==> config.mk <==
export PLATFORM = sky130hd
export DESIGN_NAME = edge_period_frequency_meter_unit
export DESIGN_NICKNAME = d
export VERILOG_FILES = /design/src/rtl/core/epfm_pkg.sv /design/src/rtl/core/epfm_front.sv /design/src/rtl/core/epfm_job_fifo.sv /design/src/rtl/core/epfm_divider.sv /design/src/rtl/core/edge_period_frequency_meter_unit.sv
export SDC_FILE = /design/constraint.sdc
export NUM_CORES = 1
export LEC_CHECK = 0
export ABC_AREA = 0
export BUFFER_PORTS_ARGS = -buffer_cell sky130_fd_sc_hd__buf_2
export CAP_MARGIN = 20
export CORE_MARGIN = 2
export CORE_UTILIZATION = 50
export DETAILED_ROUTE_END_ITERATION = 6
export GPL_ROUTABILITY_DRIVEN = 0
export PLACE_DENSITY = 0.69
export SLEW_MARGIN = 20
export SYNTH_ARGS = -nofsm -noshare
export SYNTH_HDL_FRONTEND = slang
export SYNTH_HIERARCHICAL = 1
export SYNTH_SLANG_ARGS = --single-unit
==> constraint.sdc <==
create_clock -name clk -period 4.6 [get_ports clk]
set_input_delay 0.23 -clock clk [delete_from_list [all_inputs] [get_ports clk]]
set_output_delay 0.23 -clock clk [all_outputs]
set_load 0.01 [all_outputs]
==> src/rtl/core/epfm_pkg.sv <==
`timescale 1ns / 1ps

package epfm_pkg;

  // Widths of the payload and the tick counter, and the job queue depth
  localparam int unsigned DATA_W          = 32;
  localparam int unsigned COUNT_WIDTH_DEF = 32;
  localparam int unsigned JOB_DEPTH_DEF   = 2;

  // Reset value of reference_hz and the ceiling of the reported period
  localparam logic [DATA_W-1:0] REF_HZ_RESET = 32'd48000000;
  localparam logic [DATA_W-1:0] PERIOD_LIMIT = 32'hFFFFFFFF;

  // Configuration port: byte addresses 0 and 4, register index in paddr[2]
  localparam int unsigned CFG_ADDR_W       = 3;
  localparam logic        REG_REFERENCE_HZ = 1'b0;

  // Radix-2 divider: one quotient bit per cycle
  localparam int unsigned DIV_STEPS = DATA_W;
  localparam int unsigned DIV_CNT_W = $clog2(DIV_STEPS);

  // One finished measurement waiting for its quotient
  typedef struct packed {
    logic [DATA_W-1:0] dividend;
    logic [DATA_W-1:0] period;
    logic              overflowed;
  } job_t;

  typedef enum logic [1:0] {
    DIV_IDLE,
    DIV_RUN,
    DIV_DONE
  } div_state_t;

endpackage

==> src/rtl/core/epfm_front.sv <==
`timescale 1ns / 1ps

// Tick counter: arms on one rising edge, counts ticks, emits a job on the next
module epfm_front import epfm_pkg::*; #(
  parameter int unsigned COUNT_WIDTH = COUNT_WIDTH_DEF
) (
  input  logic              clk,
  input  logic              rst_n,
  input  logic              tick,
  input  logic              rising_edge,
  input  logic [DATA_W-1:0] reference_hz,
  output logic              job_push,
  output job_t              job
);

  logic                   armed_r,    armed_nxt;
  logic [COUNT_WIDTH-1:0] count_r,    count_nxt;
  logic                   ovf_r,      ovf_nxt;
  logic                   at_max;
  logic [COUNT_WIDTH-1:0] count_inc;
  logic                   big;
  logic [DATA_W-1:0]      period;

  // Saturating increment
  assign at_max    = &count_r;
  assign count_inc = at_max ? count_r : count_r + COUNT_WIDTH'(1);

  // Clamp the count to the 32-bit period field
  if (COUNT_WIDTH > DATA_W) begin : g_wide
    assign big    = |count_inc[COUNT_WIDTH-1:DATA_W];
    assign period = big ? PERIOD_LIMIT : count_inc[DATA_W-1:0];
  end else begin : g_narrow
    assign big    = 1'b0;
    assign period = DATA_W'(count_inc);
  end

  // Next state
  always_comb begin
    armed_nxt = armed_r;
    count_nxt = count_r;
    ovf_nxt   = ovf_r;
    if (tick) begin
      if (!armed_r) begin
        if (rising_edge) begin
          armed_nxt = 1'b1;
          count_nxt = '0;
          ovf_nxt   = 1'b0;
        end
      end else begin
        count_nxt = count_inc;
        ovf_nxt   = ovf_r | at_max;
        if (rising_edge) begin
          armed_nxt = 1'b0;
        end
      end
    end
  end

  always_ff @(posedge clk) begin
    if (!rst_n) begin
      armed_r <= 1'b0;
      count_r <= '0;
      ovf_r   <= 1'b0;
    end else begin
      armed_r <= armed_nxt;
      count_r <= count_nxt;
      ovf_r   <= ovf_nxt;
    end
  end

  // Second edge: hand the measurement to the job queue; a count too wide
  // for the period field gives a zero quotient, so the dividend is zeroed
  assign job_push       = tick && armed_r && rising_edge;
  assign job.dividend   = big ? '0 : reference_hz;
  assign job.period     = period;
  assign job.overflowed = ovf_r | at_max | big;

endmodule

==> src/rtl/core/epfm_job_fifo.sv <==
`timescale 1ns / 1ps

// Short queue of finished measurements between counter and divider
module epfm_job_fifo import epfm_pkg::*; #(
  parameter int unsigned JOB_DEPTH = JOB_DEPTH_DEF
) (
  input  logic clk,
  input  logic rst_n,
  input  logic push,
  input  job_t wr_job,
  input  logic pop,
  output job_t rd_job,
  output logic full,
  output logic empty
);

  localparam int unsigned PTR_W = (JOB_DEPTH > 1) ? $clog2(JOB_DEPTH) : 1;
  localparam int unsigned CNT_W = $clog2(JOB_DEPTH + 1);

  job_t             mem_r [JOB_DEPTH];
  logic [PTR_W-1:0] wr_ptr_r, wr_ptr_nxt;
  logic [PTR_W-1:0] rd_ptr_r, rd_ptr_nxt;
  logic [CNT_W-1:0] fill_r,   fill_nxt;
  logic             do_push, do_pop;

  assign do_push = push && !full;
  assign do_pop  = pop && !empty;

  // Pointer wrap and fill count
  always_comb begin
    wr_ptr_nxt = wr_ptr_r;
    rd_ptr_nxt = rd_ptr_r;
    fill_nxt   = fill_r;
    if (do_push) begin
      wr_ptr_nxt = (wr_ptr_r == PTR_W'(JOB_DEPTH - 1)) ? '0 : wr_ptr_r + PTR_W'(1);
    end
    if (do_pop) begin
      rd_ptr_nxt = (rd_ptr_r == PTR_W'(JOB_DEPTH - 1)) ? '0 : rd_ptr_r + PTR_W'(1);
    end
    if (do_push && !do_pop) begin
      fill_nxt = fill_r + CNT_W'(1);
    end else if (do_pop && !do_push) begin
      fill_nxt = fill_r - CNT_W'(1);
    end
  end

  always_ff @(posedge clk) begin
    if (!rst_n) begin
      wr_ptr_r <= '0;
      rd_ptr_r <= '0;
      fill_r   <= '0;
    end else begin
      wr_ptr_r <= wr_ptr_nxt;
      rd_ptr_r <= rd_ptr_nxt;
      fill_r   <= fill_nxt;
    end
  end

  // Storage
  always_ff @(posedge clk) begin
    if (do_push) begin
      mem_r[wr_ptr_r] <= wr_job;
    end
  end

  assign rd_job = mem_r[rd_ptr_r];
  assign full   = (fill_r == CNT_W'(JOB_DEPTH));
  assign empty  = (fill_r == '0);

endmodule

==> src/rtl/core/epfm_divider.sv <==
`timescale 1ns / 1ps

// Restoring divider, one quotient bit per cycle, with a one-item result register
module epfm_divider import epfm_pkg::*; (
  input  logic              clk,
  input  logic              rst_n,
  input  logic              job_empty,
  input  job_t              job,
  output logic              job_pop,
  input  logic              pop,
  output logic              empty,
  output logic [DATA_W-1:0] out_frequency_hz,
  output logic [DATA_W-1:0] out_period_ticks,
  output logic              out_overflowed
);

  div_state_t           state_r, state_nxt;
  logic [DIV_CNT_W-1:0] step_r;
  logic [DATA_W-1:0]    dvd_r;     // dividend shifting out, quotient shifting in
  logic [DATA_W-1:0]    div_r;
  logic [DATA_W-1:0]    rem_r;
  logic                 ovf_r;
  logic                 res_valid_r;
  logic [DATA_W-1:0]    res_freq_r;
  logic [DATA_W-1:0]    res_period_r;
  logic                 res_ovf_r;

  logic                 load, run, res_wr, last_step;
  logic [DATA_W:0]      shifted;
  logic [DATA_W:0]      diff;
  logic                 ge;

  assign last_step = (step_r == DIV_CNT_W'(DIV_STEPS - 1));

  // Next state
  always_comb begin
    state_nxt = state_r;
    unique case (state_r)
      DIV_IDLE: if (!job_empty) state_nxt = DIV_RUN;
      DIV_RUN:  if (last_step) state_nxt = DIV_DONE;
      DIV_DONE: if (!res_valid_r || pop) state_nxt = DIV_IDLE;
      default:  state_nxt = DIV_IDLE;
    endcase
  end

  // Controls
  always_comb begin
    load   = 1'b0;
    run    = 1'b0;
    res_wr = 1'b0;
    unique case (state_r)
      DIV_IDLE: load   = !job_empty;
      DIV_RUN:  run    = 1'b1;
      DIV_DONE: res_wr = !res_valid_r || pop;
      default:  load   = 1'b0;
    endcase
  end

  assign job_pop = load;

  // One trial subtraction
  assign shifted = {rem_r, dvd_r[DATA_W-1]};
  assign diff    = shifted - {1'b0, div_r};
  assign ge      = (shifted >= {1'b0, div_r});

  always_ff @(posedge clk) begin
    if (!rst_n) begin
      state_r     <= DIV_IDLE;
      step_r      <= '0;
      res_valid_r <= 1'b0;
    end else begin
      state_r <= state_nxt;
      if (load) begin
        step_r <= '0;
      end else if (run) begin
        step_r <= step_r + DIV_CNT_W'(1);
      end
      if (res_wr) begin
        res_valid_r <= 1'b1;
      end else if (pop) begin
        res_valid_r <= 1'b0;
      end
    end
  end

  // Divider datapath
  always_ff @(posedge clk) begin
    if (load) begin
      dvd_r <= job.dividend;
      div_r <= job.period;
      rem_r <= '0;
      ovf_r <= job.overflowed;
    end else if (run) begin
      rem_r <= ge ? diff[DATA_W-1:0] : shifted[DATA_W-1:0];
      dvd_r <= {dvd_r[DATA_W-2:0], ge};
    end
  end

  // Result register
  always_ff @(posedge clk) begin
    if (res_wr) begin
      res_freq_r   <= dvd_r;
      res_period_r <= div_r;
      res_ovf_r    <= ovf_r;
    end
  end

  assign empty            = !res_valid_r;
  assign out_frequency_hz = res_freq_r;
  assign out_period_ticks = res_period_r;
  assign out_overflowed   = res_ovf_r;

endmodule

==> src/rtl/core/edge_period_frequency_meter_unit.sv <==
`timescale 1ns / 1ps

// Reciprocal frequency meter. Each accepted item is one reference tick; a
// rising edge arms the meter, the next rising edge ends the measurement, so
// every other period of the signal is measured. The tick counter takes one
// item per clock while full is low; full rises only while all JOB_DEPTH
// entries of the job queue are occupied. Each result then passes through a
// radix-2 divider: one load step, one step per quotient bit and one
// hand-off step, which waits for a free result register; between results
// input runs at one item per clock until the queue fills. The quotient
// frequency_hz = reference_hz / period_ticks is floored; reference_hz sits
// at byte address 0 of the configuration port and resets to 48 MHz.
module edge_period_frequency_meter_unit import epfm_pkg::*; #(
  parameter int unsigned COUNT_WIDTH = COUNT_WIDTH_DEF,
  parameter int unsigned JOB_DEPTH   = JOB_DEPTH_DEF
) (
  input  logic                  clk,
  input  logic                  rst_n,
  // input queue
  input  logic                  push,
  output logic                  full,
  input  logic                  in_rising_edge,
  // result queue
  output logic                  empty,
  input  logic                  pop,
  output logic [DATA_W-1:0]     out_frequency_hz,
  output logic [DATA_W-1:0]     out_period_ticks,
  output logic                  out_overflowed,
  // configuration
  input  logic                  psel,
  input  logic                  penable,
  input  logic                  pwrite,
  input  logic [CFG_ADDR_W-1:0] paddr,
  input  logic [DATA_W-1:0]     pwdata,
  output logic [DATA_W-1:0]     prdata,
  output logic                  pready
);

  logic [DATA_W-1:0] ref_hz_r;
  logic              tick;
  logic              job_push, job_pop, job_full, job_empty;
  job_t              wr_job, rd_job;

  // Configuration register
  assign pready = 1'b1;

  always_ff @(posedge clk) begin
    if (!rst_n) begin
      ref_hz_r <= REF_HZ_RESET;
    end else if (psel && penable && pwrite && pready && paddr[2] == REG_REFERENCE_HZ) begin
      ref_hz_r <= pwdata;
    end
  end

  assign prdata = (paddr[2] == REG_REFERENCE_HZ) ? ref_hz_r : '0;

  // Input handshake
  assign full = job_full;
  assign tick = push && !full;

  epfm_front #(
    .COUNT_WIDTH(COUNT_WIDTH)
  ) u_front (
    .clk         (clk),
    .rst_n       (rst_n),
    .tick        (tick),
    .rising_edge (in_rising_edge),
    .reference_hz(ref_hz_r),
    .job_push    (job_push),
    .job         (wr_job)
  );

  epfm_job_fifo #(
    .JOB_DEPTH(JOB_DEPTH)
  ) u_jobs (
    .clk   (clk),
    .rst_n (rst_n),
    .push  (job_push),
    .wr_job(wr_job),
    .pop   (job_pop),
    .rd_job(rd_job),
    .full  (job_full),
    .empty (job_empty)
  );

  epfm_divider u_div (
    .clk             (clk),
    .rst_n           (rst_n),
    .job_empty       (job_empty),
    .job             (rd_job),
    .job_pop         (job_pop),
    .pop             (pop),
    .empty           (empty),
    .out_frequency_hz(out_frequency_hz),
    .out_period_ticks(out_period_ticks),
    .out_overflowed  (out_overflowed)
  );

endmodule

==> results of run 1 <==
-- placed cells by master (no fill, tap or decap), types with 30 or more instances in the layout --
cell | Yosys | layout
a21oi_1 | 56 | 56
buf_2 | 15 | 139
clkbuf_16 | 0 | 41
dfxtp_1 | 111 | 110
dlygate4sd3_1 | 0 | 32
edfxtp_1 | 260 | 260
ha_1 | 37 | 37
inv_1 | 46 | 46
mux2_2 | 66 | 66
mux2i_1 | 38 | 38
nand2_1 | 223 | 223
nor2_1 | 44 | 43
nor2b_1 | 60 | 59
o21ai_0 | 36 | 36
o21ai_1 | 30 | 30
xnor2_1 | 40 | 40
-- per-layer routing --
metal  vias up  global-route usage (%)
met2       284                    32.5
met5         -                       0
met4         0                    5.84
met1      5337                    27.5
met3        56                    2.64
li1       5431                       -
-- worst max path at each step --
stage / from / endpoint / slack, ns
finish: u_div/div_r[1] / u_div/rem_r[7] / 1.06
global route: u_div/div_r[1] / u_div/rem_r[14] / 0.77
CTS: u_div/div_r[1] / u_div/rem_r[7] / 1.05
detailed placement: u_div/div_r[1] / u_div/rem_r[8] / 1.07
global placement: u_div/div_r[1] / u_div/rem_r[14] / 1.14
floorplan: u_jobs/fill_r[0] / u_jobs/mem_r[0][0] / 0.46
-- critical path: stages, from the launching register on --
cell	delay, ns
edfxtp_1	0.40
inv_1	0.06
ha_1	0.30
nor2b_1	0.13
o21ai_0	0.27
o211ai_1	0.22
a221o_1	0.40
o211ai_1	0.23
a21o_1	0.64
buf_4	0.42
nor2_1	0.10
a21oi_1	0.15
o21ai_1	0.07
-- repair_timing --
action,CTS,global route
buffers inserted,0,0
hold endpoints to repair,32,0
hold buffers,32,0
-- through the flow --
step / hold slack [ns] / total power [µW]
floorplan: 0.348 / 4210
global placement: 0.405 / 4350
detailed placement: 0.434 / 4370
CTS: 0.130 / 7500
global route: 0.191 / 7700
finish: 0.143 / 7430
-- flip-flops by register name, summed over array words and instances (netlist names), named ones only --
name                    count
u_jobs/mem_r              130
u_div/dvd_r                32
u_div/div_r                32
ref_hz_r                   32
u_div/out_period_ticks     32
u_div/ovf_r                 1
u_div/res_valid_r           1
u_div/out_overflowed        1
u_jobs/fill_r               2
u_div/state_r               2
u_jobs/wr_ptr_r             1
u_front/armed_r             1
u_front/ovf_r               1
u_front/count_r            32
u_jobs/rd_ptr_r             1
u_div/rem_r                32
u_div/step_r                5
u_div/out_frequency_hz     32
-- cell families (layout without fill, tap and decap cells) --
logic type | count (synthesis) | count (layout)
adder cells (fa/ha/maj) | 38 | 38
buffers and inverters | 152 | 307
multiplexers | 104 | 104
AND/OR/NAND/NOR | 470 | 470
flip-flops | 371 | 371
AO/OA/AOI/OAI | 245 | 245
XOR/XNOR | 65 | 65
other | 1 | 1
-- cell type report --
type	count	area (µm²)	share of cell area, %
Tap cell	448	561	2.90
Inverter	48	180	0.933
Multi-Input combinational cell	923	6120	31.7
Clock buffer	51	1090	5.66
Sequential cell	371	10000	51.9
Clock inverter	23	198	1.02
Timing Repair Buffer	185	1130	5.87
-- power breakdown --
group          switching (µW)  internal, µW
registers                70.2          3700
clock network            1290          1810
logic                     351           207
==> metrics.md, run 1 <==
| Metric | Value |
|---|---|
| Status | `complete, no violations` |
| Detailed Route WL | `35.0 mm` |
| Mux cell area share after synthesis | `6.63%` |
| Die height | `188 µm` |
| Synth cell types | `84` |
| RSZ-0062 raised after global routing | `false` |
| Worst skew pair latency | `0.54 ns` |
| GRT Resource Usage Total | `19.8%` |
| Post-synth EDFFs | `260` |
| Critical-path maximum fanout | `28` |
| Chip width | `188 µm` |
| Tcrit/Tclk final | `77.0%` |
| Setup slack after layout | `1.06 ns` |
| Pins Over Slew Limit | `0` |
| Top cells by count, synth | `260 x edfxtp_1, 223 x nand2_1, 111 x dfxtp_1, 66 x mux2_2, 60 x nor2b_1` |
| Post-DP HPWL | `23.1 mm` |
| Clock Path Buffers | `3` |
| # port buffers | `139` |
| Primary FF master, synth | `edfxtp_1` |
| Pre-CTS WS | `1.07 ns` |
| DR WL/cell | `17.1 µm` |
| Synth Register Bits | `371` |
| R2r setup slk | `1.06 ns` |
| Cell Area, Synth | `16,900 µm²` |
| Fillers | `2,681` |
| Num CTS Buffers | `40` |
| Setup TNS | `0 ns` |
| DR top layer | `met4` |
| Top cells by area, synth | `edfxtp_1 46%, dfxtp_1 13%, nand2_1 4.9%` |
| HP Start | `in_rising_edge` |
| HP Class | `input pin to flop` |
| Diodes inserted | `0` |
| Post-route ant nets | `0` |
| Post-DR vias/cell | `5.42` |
| Final Instance Count excl. Fillers | `2,049` |
| Net Count, Synth | `1,527` |
| Hold path depth | `5` |
| Layout cell share with drive strength beyond 1 | `19.0%` |
| Placed Area | `17,700 µm²` |
| Vias in the first global route | `10,600` |
| Post-synth ARST share | `0%` |
| CTS resizes | `0` |
| Max Cap Viol | `0` |
| CTS root buf | `clkbuf_16` |
| Num rows | `67` |
| Slew HR | `28.7%` |
| Critical Path AT | `3.92 ns` |
| Initial antenna violation count | `0` |
| Layout net count | `1,650` |
| Inst Count DP | `1,943` |
| Worst slew pin tran | `1.07 ns` |
| Compound-cell area share of the yosys netlist | `9.39%` |
| Cells after Synth | `1,446` |
| Worst reg2reg path startpoint | `u_div/div_r[1]` |
| Post-Synth XOR/XNOR Area | `3.36%` |
| Max VDD drop | `0.243 mV` |
| Adder-cell share of the synthesized area | `2.85%` |
| Pwr Density | `385 nW/µm²` |
| Final setup fails | `0` |
| Wl on met1 | `16.0 mm` |
| Pin count of the biggest net entering global routing | `53` |
| Critical Path RT | `4.98 ns` |
| WHS Endpoint | `u_front/armed_r` |
| Die Area | `35,400 µm²` |
| Critical path class | `flop to flop` |
| Clock skew | `0.0127 ns` |
| Final Instance Area | `19,300 µm²` |
| Cells on worst reg2reg path | `12` |
| CTS tree | `yes` |
| Reg2reg end | `u_div/rem_r[7]` |
| Register area share after synthesis | `59.2%` |
| IO Pins | `143` |
| Worst Setup Start Kind | `flop` |
| Total gr overflow | `0` |
| Number of DRC markers in iteration 0 | `656` |
| Starting density of the core | `50.7%` |
| Worst Setup End Kind | `flop` |
| Clock sinks | `371` |
| Post-layout util | `57.7%` |
| Largest family of logic cells by synthesized area | `simple AND/OR/NAND/NOR gates` |
| Final min period | `3.54 ns` |
| Drt drc | `0` |
| Via count | `11,100` |
| Yosys warning count | `6` |
| Synthesis-to-layout area growth | `14.0%` |
| Fmax | `0.282 GHz` |
| Average cell area after synthesis | `11.7 µm²` |
| Synth area leader | `edfxtp_1` |
| DR pass1 iterations | `6` |
| Top-count cell post-synth | `edfxtp_1` |
| P_leak | `0.00760 µW` |
| Global-route wire length before repair | `56.1 mm` |
| Simple-Gate Fraction of Synth Area | `13.7%` |
| Clock-pin transition on the worst setup and hold timing paths | `0.06 ns` |
| Met3 routed WL | `1.51 mm` |
| Endpoints failing hold | `0` |
| Wire length on met2 | `16.7 mm` |
| H-tree depth | `2` |
| Core area | `33,400 µm²` |
| Top-area cell type share of the netlist area | `46.1%` |
No activity file was read; power rests on OpenSTA's default activity.
==> run 2, diff against run 1 <==
ABC_AREA = 1   (was 0)
PLACE_DENSITY = 0.71   (was 0.69)
clock period = 3.1 ns   (was 4.6 ns; I/O delays follow)
==> run 2 against run 1 <==
Effect of this change:
- clock skew increased by 0.0087 ns
- routed wire length increased by 20%
- synthesized cell count increased by 39%
- sequential power increased by 56%
- sequential cell count unchanged
- core utilization decreased by 0.15 points
- clock power increased by 54%
- worst hold slack got worse by 0.10 ns
- critical endpoint is now u_div/rem_r[0]
- highest routed layer unchanged
==> metrics.md, run 2 <==
| Metric | Value |
|---|---|
| CP dominant cell by count | `nand2_1` |
| P_leak | `0.00923 µW (+21%)` |
| Post-DR vias/cell | `5.11 (-5.8%)` |
| Hold WS | `0.0402 ns (-0.103 ns)` |
| Clock sinks | `371 (unchanged)` |
| Die height | `196 µm (+4.3%)` |
| Number of DRC markers in iteration 0 | `984 (+50%)` |
| Max VDD drop | `0.468 mV (+93%)` |
| Slew HR | `52.8% (+24 points)` |
| Worst path max stage delay | `0.45 ns (-0.19 ns)` |
| Chip width | `196 µm (+4.3%)` |
| Synthesis-to-layout area growth | `13.9% (about the same)` |
| Net Count, Synth | `2,096 (+37%)` |
| Top cells by count, synth | `608 x nand2_1, 280 x inv_1, 260 x edfxtp_1, 193 x nor2_1, 143 x nand3_1` |
| H-tree depth | `2 (unchanged)` |
| Tcrit/Tclk final | `86.7% (+9.7 points)` |
| Post-DP HPWL | `29.6 mm (+28%)` |
| Status | `complete, no violations` |
| Commonest non-fill, non-tap cells in the layout | `608 x nand2_1, 279 x inv_1, 260 x edfxtp_1, 188 x nor2_1, 143 x nand3_1` |
| Critical path class | `flop to flop` |
| Critical Path AT | `3.08 ns (-0.84 ns)` |
| Switching part of the total | `29.0% (+5.9 points)` |
| Final setup fails | `0 (unchanged)` |
| Top cells by area, synth | `edfxtp_1 42%, nand2_1 12%, dfxtp_1 12%` |
| Post-synth ARST share | `0% (unchanged)` |
| Core area | `36,500 µm² (+9.2%)` |
| Fmax | `0.372 GHz (+32%)` |
| Clock-pin transition on the worst setup and hold timing paths | `0.06 ns (about the same)` |
| Pin count of the biggest net entering global routing | `50 (-5.7%)` |
| Synth area leader | `edfxtp_1` |
| DR pass1 iterations | `5 (-1)` |
| Initial antenna violation count | `0 (unchanged)` |
| Post-CTS Setup Repair Bufs | `0 (unchanged)` |
| Top-area cell type share of the netlist area | `42.3% (-3.8 points)` |
| Clk pwr share | `36.0% (-5.8 points)` |
| Via count | `13,600 (+22%)` |
| Fillers | `3,040 (+13%)` |
| Clock Path Buffers | `3 (unchanged)` |
| CTS root buf | `clkbuf_16` |
| Vias in the first global route | `13,300 (+26%)` |
| Seq pwr share | `44.2% (-6.5 points)` |
| RSZ-0062 raised after global routing | `false` |
| Post-synth EDFFs | `260 (unchanged)` |
| Max Cap Viol | `0 (unchanged)` |
| Worst Setup End Kind | `flop` |
| Placed Area | `19,300 µm² (+9.1%)` |
| Post-layout util | `57.6% (-0.15 points)` |
| Cell Area, Synth | `18,500 µm² (+8.9%)` |
| Logic pwr share | `19.8% (+12 points)` |
| Top-count cell post-synth | `nand2_1` |
| CTS tree | `yes` |
| Endpoints failing hold | `0 (unchanged)` |
| Critical-path maximum fanout | `32 (+14%)` |
| Die Area | `38,500 µm² (+8.7%)` |
| Yosys warning count | `6 (unchanged)` |
| # port buffers | `139 (unchanged)` |
| Detailed Route WL | `42.1 mm (+20%)` |
| Num rows | `70 (+4.5%)` |
| Cells after Synth | `2,015 (+39%)` |
| Synth cell types | `42 (-50%)` |
| Num CTS Buffers | `39 (-2.5%)` |
| Max reg flops | `130 (unchanged)` |
| HP Class | `input pin to flop` |
| Final min period | `2.69 ns (-0.856 ns)` |
| P_int | `9450 µW (+65%)` |
| Total gr overflow | `0 (unchanged)` |
| Worst Setup Start Kind | `flop` |
| Critical Path RT | `3.50 ns (-1.48 ns)` |
| Psw | `3860 µW (+130%)` |
| Drt drc | `0 (unchanged)` |
| Global-route wire length before repair | `67.1 mm (+20%)` |
| CP Cell Sequence | `inv_1, ha_1, nand2_1, nor2_1, nand2_1, nor2_1, nand2_1, nor2_4, nor2_4, nand2_4, nand2_1, nand3_1, o21ai_0` |
| GRT Resource Usage Total | `21.9% (+2.2 points)` |
| Synth Register Bits | `371 (unchanged)` |
| Clock skew | `0.0214 ns (+0.00866 ns)` |
| Primary FF master, synth | `edfxtp_1` |
| Starting density of the core | `50.5% (-0.12 points)` |
| Worst skew pair latency | `0.55 ns (about the same)` |
| DR WL/cell | `15.8 µm (-7.4%)` |
| Layout cell share with drive strength beyond 1 | `18.0% (-0.96 points)` |
| Post-route ant nets | `0 (unchanged)` |
| Largest register by flop count | `u_jobs/mem_r` |
| Crit-path slowest cell | `edfxtp_1` |
| Pins Over Slew Limit | `0 (unchanged)` |
| Final Instance Area | `21,000 µm² (+8.9%)` |
| CTS Hold Bufs | `38 (+19%)` |
| Diodes inserted | `0 (unchanged)` |
| Pwr Density | `633 nW/µm² (+65%)` |
| Register area share after synthesis | `54.3% (-4.9 points)` |
| Layout net count | `2,246 (+36%)` |
| IO Pins | `143 (unchanged)` |
| CTS resizes | `0 (unchanged)` |
| Setup TNS | `0 ns (unchanged)` |
| Commonest non-fill, non-tap cell in the layout | `nand2_1` |
| Average cell area after synthesis | `9.16 µm² (-22%)` |
| Worst slew pin tran | `0.708 ns (-0.362 ns)` |
[run 2: logic make-up (layout without fill, tap and decap cells)]
group / Yosys count / in the layout / share of synthesized area [%]
flip-flops: 371 / 371 / 54.3
buffers and inverters: 377 / 558 / 9.31
other: 1 / 1 / 0.0203
AND/OR/NAND/NOR: 1056 / 1056 / 24.9
multiplexers: 65 / 65 / 4.98
adder cells (fa/ha/maj): 38 / 38 / 2.62
XOR/XNOR: 17 / 17 / 0.807
AO/OA/AOI/OAI: 90 / 90 / 3.01
[run 2: layer usage]
| layer | share of wire [%] | routed length (µm) | global-route usage, % | vias to the layer above |
|---|---|---|---|---|
| met5 | 0 | 0 | 0 | - |
| met4 | 3.6 | 1530 | 9.48 | 0 |
| met3 | 6.0 | 2530 | 3.40 | 100 |
| met2 | 47 | 19600 | 36.2 | 405 |
| met1 | 44 | 18400 | 28.9 | 6360 |
| li1 | - | - | - | 6737 |
[run 2: stage by stage]
stage | setup slack [ns] | total power [µW] | cells
2_1_floorplan | -1.08 | 7940 | 2015
3_3_place_gp | 0.633 | 8490 | 2554
3_5_place_dp | 0.550 | 8560 | 2554
4_1_cts | 0.495 | 13400 | 2664
5_1_grt | 0.261 | 14000 | 2664
6_report | 0.413 | 13300 | 2664
[run 2: critical path, delay by kind of cell, from the launching register on]
kind	cells	cell delay [ns]
and+or+nand+nor	10	1.56
adders and majority gates	1	0.37
DFF	1	0.45
AOI/OAI and AO/OA	1	0.09
buffers and inverters	1	0.07
[run 2: power by group through the flow]
stage	Clock (µW)	Combinational [µW]	Sequential, µW
after floorplan	0	2040	5900
after global placement	0	2510	5980
after detailed placement	0	2560	5990
after CTS	4900	2620	5890
after global routing	5100	2980	5920
final	4790	2640	5890
[run 2: final cells by class]
class,count,area (µm²),area share (%)
Tap cell,468,586,2.78
Multi-Input combinational cell,1267,6740,32.1
Timing Repair Buffer,198,1250,5.92
Clock buffer,46,1040,4.96
Sequential cell,371,10000,47.7
Clock inverter,26,302,1.43
Inverter,288,1080,5.15
[run 2: worst paths after layout]
path	to	cells after the start	startpoint	slack, ns
worst max-delay path	u_div/rem_r[0]	13	u_div/div_r[17]	0.41
worst min-delay path	u_div/res_valid_r	4	pop	0.04
worst max register to register	u_div/rem_r[0]	13	u_div/div_r[17]	0.41
worst min register to register	u_div/out_overflowed	0	u_div/ovf_r	0.44
==> run 3, diff against run 2 <==
ABC_AREA = 0   (was 1)
==> run 3 against run 2 <==
Effect of this change:
- sequential cell count unchanged
- critical path depth down 2
- clock skew down 0.0024 ns
- count of clock-buffer cells in the layout up 7
- clock power down 2%
- non-clock buffer count up 7
==> metrics.md, run 3 (synthesis results as in run 1) <==
| Metric | Value |
|---|---|
| Logic pwr share | `7.6% (-12 points)` |
| Via count | `11,200 (-18%)` |
| Psw | `2470 µW (-36%)` |
| Critical Path AT | `3.31 ns (+0.23 ns)` |
| Switching part of the total | `22.3% (-6.7 points)` |
| CTS root buf | `clkbuf_16` |
| Clock Path Buffers | `3 (unchanged)` |
| Pins Over Slew Limit | `0 (unchanged)` |
| DR pass1 iterations | `6 (+1)` |
| Layout net count | `1,669 (-26%)` |
| Fillers | `2,651 (-13%)` |
| Setup TNS | `0 ns (unchanged)` |
| Tcrit/Tclk final | `93.0% (+6.3 points)` |
| Slew HR | `43.3% (-9.4 points)` |
| Largest register by flop count | `u_jobs/mem_r` |
| Clock skew | `0.0190 ns (-0.00238 ns)` |
| Initial antenna violation count | `1 (+1)` |
| Cells on worst reg2reg path | `11 (-2)` |
| Global-route wire length before repair | `55.6 mm (-17%)` |
| Worst reg2reg path startpoint | `u_div/div_r[1]` |
| Setup slack after layout | `0.217 ns (-0.196 ns)` |
| Diodes inserted | `0 (unchanged)` |
| Worst slew pin tran | `0.844 ns (+0.136 ns)` |
| Post-route ant nets | `0 (unchanged)` |
| Worst path max stage delay | `0.40 ns (-0.05 ns)` |
| Max Cap Viol | `0 (unchanged)` |
| Clock sinks | `371 (unchanged)` |
| Vias in the first global route | `10,800 (-18%)` |
| Commonest non-fill, non-tap cell in the layout | `edfxtp_1` |
| Critical path class | `flop to flop` |
| Number of DRC markers in iteration 0 | `844 (-14%)` |
| IO Pins | `143 (unchanged)` |
| Hold WS | `0.0783 ns (+0.0381 ns)` |
| Clock-pin transition on the worst setup and hold timing paths | `0.06 ns (about the same)` |
| CP Cell Sequence | `inv_1, ha_1, nor2b_1, o21ai_1, o211ai_1, a221o_1, o211ai_1, a21o_1, nand2b_4, nor4_1, a221o_1` |
| Starting density of the core | `50.7% (+0.12 points)` |
| CTS tree | `yes` |
| Core area | `33,400 µm² (-8.4%)` |
| Post-DR vias/cell | `5.42 (+6.1%)` |
| Power, Total | `11,100 µW (-17%)` |
| Worst Setup Start Kind | `flop` |
| R2r setup slk | `0.22 ns (-0.20 ns)` |
| Pre-CTS WS | `0.0994 ns (-0.450 ns)` |
| Die height | `188 µm (-4.1%)` |
| CP Buf/Inv Count | `1 (unchanged)` |
| # port buffers | `139 (unchanged)` |
| Layout cell share with drive strength beyond 1 | `19.8% (+1.8 points)` |
| GRT Resource Usage Total | `19.6% (-2.4 points)` |
| Critical-path maximum fanout | `12 (-63%)` |
| DR WL/cell | `16.9 µm (+7.2%)` |
| Pin count of the biggest net entering global routing | `47 (-6.0%)` |
| CP delay by family, top | `compound AO/OA/AOI/OAI gates` |
| Drt drc | `0 (unchanged)` |
| Worst Setup End Kind | `flop` |
| Hold path depth | `5 (+1)` |
| Max reg flops | `130 (unchanged)` |
| Post-DP HPWL | `23.6 mm (-20%)` |
| Num CTS Buffers | `39 (unchanged)` |
| Critical Path RT | `3.52 ns (+0.02 ns)` |
| Fmax | `0.347 GHz (-6.8%)` |
| Detailed Route WL | `35.0 mm (-17%)` |
| WHS Endpoint | `u_front/armed_r` |
| Pwr Density | `570 nW/µm² (-9.9%)` |
| Endpoints failing hold | `0 (unchanged)` |
| Critical path depth in cells | `11 (-2)` |
| H-tree depth | `2 (unchanged)` |
| Status | `complete, no violations` |
| Final min period | `2.88 ns (+0.196 ns)` |
| Chip width | `188 µm (-4.1%)` |
| Final Instance Area | `19,500 µm² (-7.4%)` |
| HP Start | `in_rising_edge` |
| Worst skew pair latency | `0.54 ns (about the same)` |
| Seq pwr share | `50.2% (+6.0 points)` |
| Max VDD drop | `0.389 mV (-17%)` |
| Crit-path slowest cell | `edfxtp_1` |
| Final setup fails | `0 (unchanged)` |
| Synthesis-to-layout area growth | `15.0%` |
| Placed Area | `17,900 µm² (-7.5%)` |
| P_int | `8640 µW (-8.7%)` |
| Clk pwr share | `42.1% (+6.1 points)` |
| Die Area | `35,400 µm² (-8.0%)` |
| HP Class | `input pin to flop` |
| Reg2reg end | `u_div/rem_r[30]` |
| Commonest non-fill, non-tap cells in the layout | `260 x edfxtp_1, 223 x nand2_1, 139 x buf_2, 110 x dfxtp_1, 66 x mux2_2` |
| P_leak | `0.00772 µW (-16%)` |
| Total gr overflow | `0 (unchanged)` |
| Num rows | `67 (-4.3%)` |
| RSZ-0062 raised after global routing | `false` |
==> run 3: cell types whose count changed in the layout (fill, tap and decap cells not counted), moves of 24 or more <==
cell	delta
mux2i_1	+38
nand2_1	-385
mux2_2	+51
nor2_1	-145
nand2_2	-24
inv_1	-233
nand3_1	-115
mux2_4	-50
xnor2_1	+26
nand3_2	-27
nor2b_1	+58
==> run 3: what timing repair did <==
item | in CTS | in global routing
hold buffers | 32 | 0
endpoints found under the hold margin | 32 | 0
setup endpoints to repair | 0 | 6
buffers inserted | 0 | 0
gates resized for setup | 0 | 3
==> run 3: worst max path at each step <==
stage | from | end
finish | u_div/div_r[1] | u_div/rem_r[30]
global placement | u_div/div_r[1] | u_div/rem_r[30]
CTS | u_div/div_r[1] | u_div/rem_r[31]
detailed placement | u_div/div_r[1] | u_div/rem_r[31]
global route | u_div/div_r[1] | u_div/rem_r[30]
floorplan | u_jobs/fill_r[0] | u_jobs/mem_r[0][0]
==> run 3: area by class of cell <==
cell class	count	area [µm²]	area share, %
clock buffer	53	1060	5.43
clock inverter	18	236	1.21
inverter	48	180	0.925
multi-input combinational	923	6120	31.4
sequential	371	10000	51.5
tap	448	561	2.88
timing repair buffer	205	1300	6.65
==> run 3: power groups by stage <==
stage,clock network (µW),logic [µW],registers [µW]
after floorplan,0,599,5640
after global placement,0,789,5680
after detailed placement,0,810,5690
after CTS,4780,848,5580
after global routing,4950,948,5600
final,4680,849,5580
==> run 3: routing by layer <==
layer / vias up / routed length (µm) / global-route usage [%] / share of wire [%]
li1: 5475 / - / - / -
met1: 5352 / 15900 / 26.3 / 45
met2: 291 / 16400 / 32.2 / 47
met3: 76 / 1710 / 3.01 / 4.9
met4: 0 / 1010 / 7.15 / 2.9
met5: - / 0 / 0 / 0
==> run 3: stage by stage <==
stage,cells,utilization [%]
3_3_place_gp,1963,53.4
6_report,2066,58.3
5_1_grt,2066,58.3
4_1_cts,2066,58.2
2_1_floorplan,1446,-
3_5_place_dp,1963,53.4
==> run 3: tightest hold or removal path, cell delays in order <==
cell	delay (ns)
buf_2	0.11
inv_1	0.05
ha_1	0.12
mux2i_1	0.06
nor2_1	0.08
